## config.mk

```make
export PLATFORM = sky130hd
export DESIGN_NAME = vmap_ram
export DESIGN_NICKNAME = d
export VERILOG_FILES = /design/src/hdl/vmap_ram.sv
export SDC_FILE = /design/constraint.sdc
export NUM_CORES = 2
export LEC_CHECK = 0
export BUFFER_PORTS_ARGS = -buffer_cell sky130_fd_sc_hd__buf_2
export CAP_MARGIN = 10
export CORE_ASPECT_RATIO = 1.25
export CORE_UTILIZATION = 50
export DETAILED_ROUTE_END_ITERATION = 10
export PLACE_DENSITY_LB_ADDON = 0.25
export SYNTH_ARGS = -nofsm -noshare
export SYNTH_HDL_FRONTEND = slang
export SYNTH_SLANG_ARGS = --single-unit
```

## constraint.sdc

```tcl
create_clock -name clk -period 3.5 [get_ports clk]
set_input_delay 0.7 -clock clk [delete_from_list [all_inputs] [get_ports clk]]
set_output_delay 0.7 -clock clk [all_outputs]
set_load 0.02 [all_outputs]
```

## src/hdl/vmap_ram.sv

```systemverilog
`default_nettype none

module vmap_ram #(
  parameter int WIDTH = 8,
  parameter int DEPTH = 256
) (
  input  wire logic                     clk,
  input  wire logic                     we,
  input  wire logic [$clog2(DEPTH)-1:0] waddr,
  input  wire logic [WIDTH-1:0]         wdata,
  input  wire logic [$clog2(DEPTH)-1:0] raddr,
  output logic      [WIDTH-1:0]         rdata
);

  logic [WIDTH-1:0] mem [DEPTH];

  always_ff @(posedge clk) begin
    if (we) begin
      mem[waddr] <= wdata;
    end
    rdata <= mem[raddr];
  end

endmodule

`default_nettype wire

```

==> impl_metrics.py <==
metrics = {
    "timing": {
        "rsz0062_at_grt": "false",
        "relSlewSlack": 0.308,
        "setup_viol": 0,
        "fin_crit_sh": 0.853,
        "worst_pin_slew_ns": 1.03,
        "drv_slew": 0,
        "hold_viol_final": 0,
        "fin_skew_ns": 0.0332,
        "fin_ws_ns": 0.516,
        "fin_crit_ns": 2.98,
        "max_freq_mhz": 335,
    },
    "grt": {
        "antenna_found_initial": 7,
        "grt_max_degree": 110,
        "grt_overflow": 0,
        "grt_usage": 0.247,
        "grt_pass1_wl_mm": 283,
        "grt_pass1_vias": 40200,
    },
    "clock_tree": {
        "cts_setup_buffers": 0,
        "cts-root-buf": "clkbuf_16",
        "htree_levels": 4,
        "cts_buffers": 184,
        "cts.reportedPaths.clkPinSlew_ns": 0.06,
        "hold_buffers": 0,
        "cts_tree": "yes",
        "post_cts_resized": 0,
        "cts_buffer_depth": 3,
        "cts.sinks": 2056,
        "clock_latency_ns": 0.83,
    },
    "worst_setup_path": {
        "cp_max_fo": 21,
        "crit_chain": "buf_8 > buf_12 > buf_12 > mux4_2 > a22o_1 > a221oi_1 > o32ai_1 > nor3_1 > buf_4 > nor4_1",
        "arrival_ns": 3.68,
        "worstPathRequired_ns": 4.20,
        "slowest_delay_ns": 0.76,
        "crit_slowest_cell": "a221oi_1",
        "crit_top_cell": "buf_12",
        "endpoint_kind": "register",
        "worstSetupPathType": "input pin to register",
        "cp-start-kind": "input pin",
    },
    "yosys": {
        "synth_area_um2": 79600,
        "synth_cell_type_count": 55,
        "yosysWarnings": 0,
        "synth-compound-area-share": 0.0342,
        "synth_top_family_by_area": "multiplexers",
        "synth.ff_latch_count": 2056,
        "ys_seq_area_frac": 0.775,
        "synth_nets": 3759,
        "yosys.area_share.adder": 0,
        "synth-xor-area-share": 0,
        "synthCells": 3733,
        "synth.area.mux_share": 0.146,
        "synth-simple-area-share": 0.0263,
        "avgSynthCellArea_um2": 21.3,
    },
    "finish": {
        "multiInputGateArea_um2": 16500,
        "register_area_um2": 61700,
        "drive_gt1_frac": 0.294,
        "final_common_cell": "edfxtp_1",
        "area_growth_pct": 15.1,
        "finalInstanceArea_um2": 91500,
        "fill_cells": 11400,
        "final_nets": 4280,
        "mostFrequentLayoutCells": "2048 x edfxtp_1, 478 x buf_4, 454 x mux4_2",
    },
    "floorplan": {
        "fp-row-count": 163,
        "start_util": 0.504,
        "core_um2": 158000,
        "die-area_um2": 161000,
        "io_pins": 34,
        "dieHeight_um": 448,
        "die_w_um": 359,
    },
    "route": {
        "num_vias": 39900,
        "ant_nets": 0,
        "drt_iter0_markers": 4791,
        "wl_mm": 196,
        "wl_per_cell_um": 30.2,
        "drt-vias-per-instance": 6.16,
        "route.detailed.drc": 0,
        "first_pass_iters": 6,
    },
    "placed_design": {
        "dpl_worst_slack_ns": -0.381,
        "gp_congestion": 0.872,
        "dp_hpwl_mm": 127,
        "io_buffer_count": 33,
        "place_area_um2": 85700,
    },
    "power_and_ir_drop": {
        "powerDensity_nw_per_um2": 541,
        "ir_worst_vdd_v": 0.000530,
        "power_leakage_nw": 29.3,
    },
    "status": {
        "outcome": "completed",
    },
    "min_path": {
        "hold_class": "input pin to register",
    },
    "run": {
        "cap_viol_max_count": 0,
    },
}
-- metal layers --
layer / global-route usage / wire [µm] / part of all wire
met1: 0.336 / 76300 / 0.39
met2: 0.412 / 98900 / 0.51
met3: 0.0400 / 14500 / 0.074
met4: 0.0773 / 5750 / 0.029
met5: 0 / 49 / 0.00025
-- state kept, by name, indices dropped and copies added, names as in the netlist --
name / flops
mem: 2048
rdata: 8
-- through the flow --
stage | total power [mW] | instances | hold WS [ns] | TNS (ns) | util
2_1_floorplan | 29.0 | 3733 | 0.770 | 0 | -
6_report | 49.5 | 6467 | 0.326 | 0 | 0.580
4_1_cts | 49.8 | 6461 | 0.351 | 0 | 0.580
5_1_grt | 50.8 | 6463 | 0.328 | 0 | 0.580
3_5_place_dp | 30.4 | 6130 | 1.05 | -1.17 | 0.543
3_3_place_gp | 30.3 | 6127 | 1.05 | -2.75 | 0.543
-- cells by family after synthesis --
kind of cell,after synthesis
multiplexers,591
AO/OA/AOI/OAI,385
buffers and inverters,235
flip-flops,2056
AND/OR/NAND/NOR,466
-- where the power goes --
group	switching (mW)	internal, mW
clock network	8.67	11.0
logic	1.65	1.01
registers	0.0512	27.1
total	10.4	39.1
-- worst max-delay path: cells and delay by family --
kind | cells | cell delay (ns)
AO/OA/AOI/OAI | 3 | 1.27
buffers and inverters | 4 | 0.80
multiplexers | 1 | 0.55
AND/OR/NAND/NOR | 2 | 0.33
-- Yosys cell counts (all sizes together) --
cell type  instances  area [µm²]
nand3b             2        15.0
o22ai             28         175
a31oi              2        12.5
o221ai            47         418
a221oi            14         129
nand4             10        62.6
a22o               8        70.1
o22a               5        43.8
nor2             282        1060
edfxtp          2048       61500
nand2b             8        50.1
nor4b              1        8.76
mux2i            134        1340
o311ai             1        8.76
nor4              27         188
and2               6        37.5
and3b              2        17.5
nor2b             31         194
o21ai             12        60.1
a22oi            133         998
nand3             34         170
a21boi             1        7.51
nand2             33         124
a211oi            16         120
and3               1        6.26
clkinv             1        3.75
nor3b              1        7.51
or2                4        25.0
o32ai              5        51.3
a2111oi            5        52.6
or3b               1        8.76
nor3              22         110
dfxtp              8         160
mux2               1        11.3
clkbuf           111         417
a21oi             96         480
o211ai            10        75.1
or2b               1        7.51
inv                1        3.75
mux4             456       10300
a311oi             2        17.5
buf              122        1030
-- final cells by class --
class	instances	area share
Tap cell	2062	0.0282
Clock buffer	222	0.0536
Timing Repair Buffer	568	0.0544
Sequential cell	2056	0.674
Clock inverter	109	0.0100
Antenna cell	6	0.000164
Inverter	2	0.0000820
Multi-Input combinational cell	1442	0.180
-- worst paths after layout --
| check | from | to | slack [ns] | depth (start not counted) |
|---|---|---|---|---|
| worst max-delay path | raddr[0] | rdata[5] | 0.52 | 10 |
| worst min-delay path | wdata[2] | mem[254][2] | 0.33 | 1 |
| worst max register to register | mem[211][5] | rdata[5] | 0.77 | 7 |
| worst min register to register | mem[50][0] | rdata[0] | 1.05 | 6 |
Power figures use the tool's default switching activity.
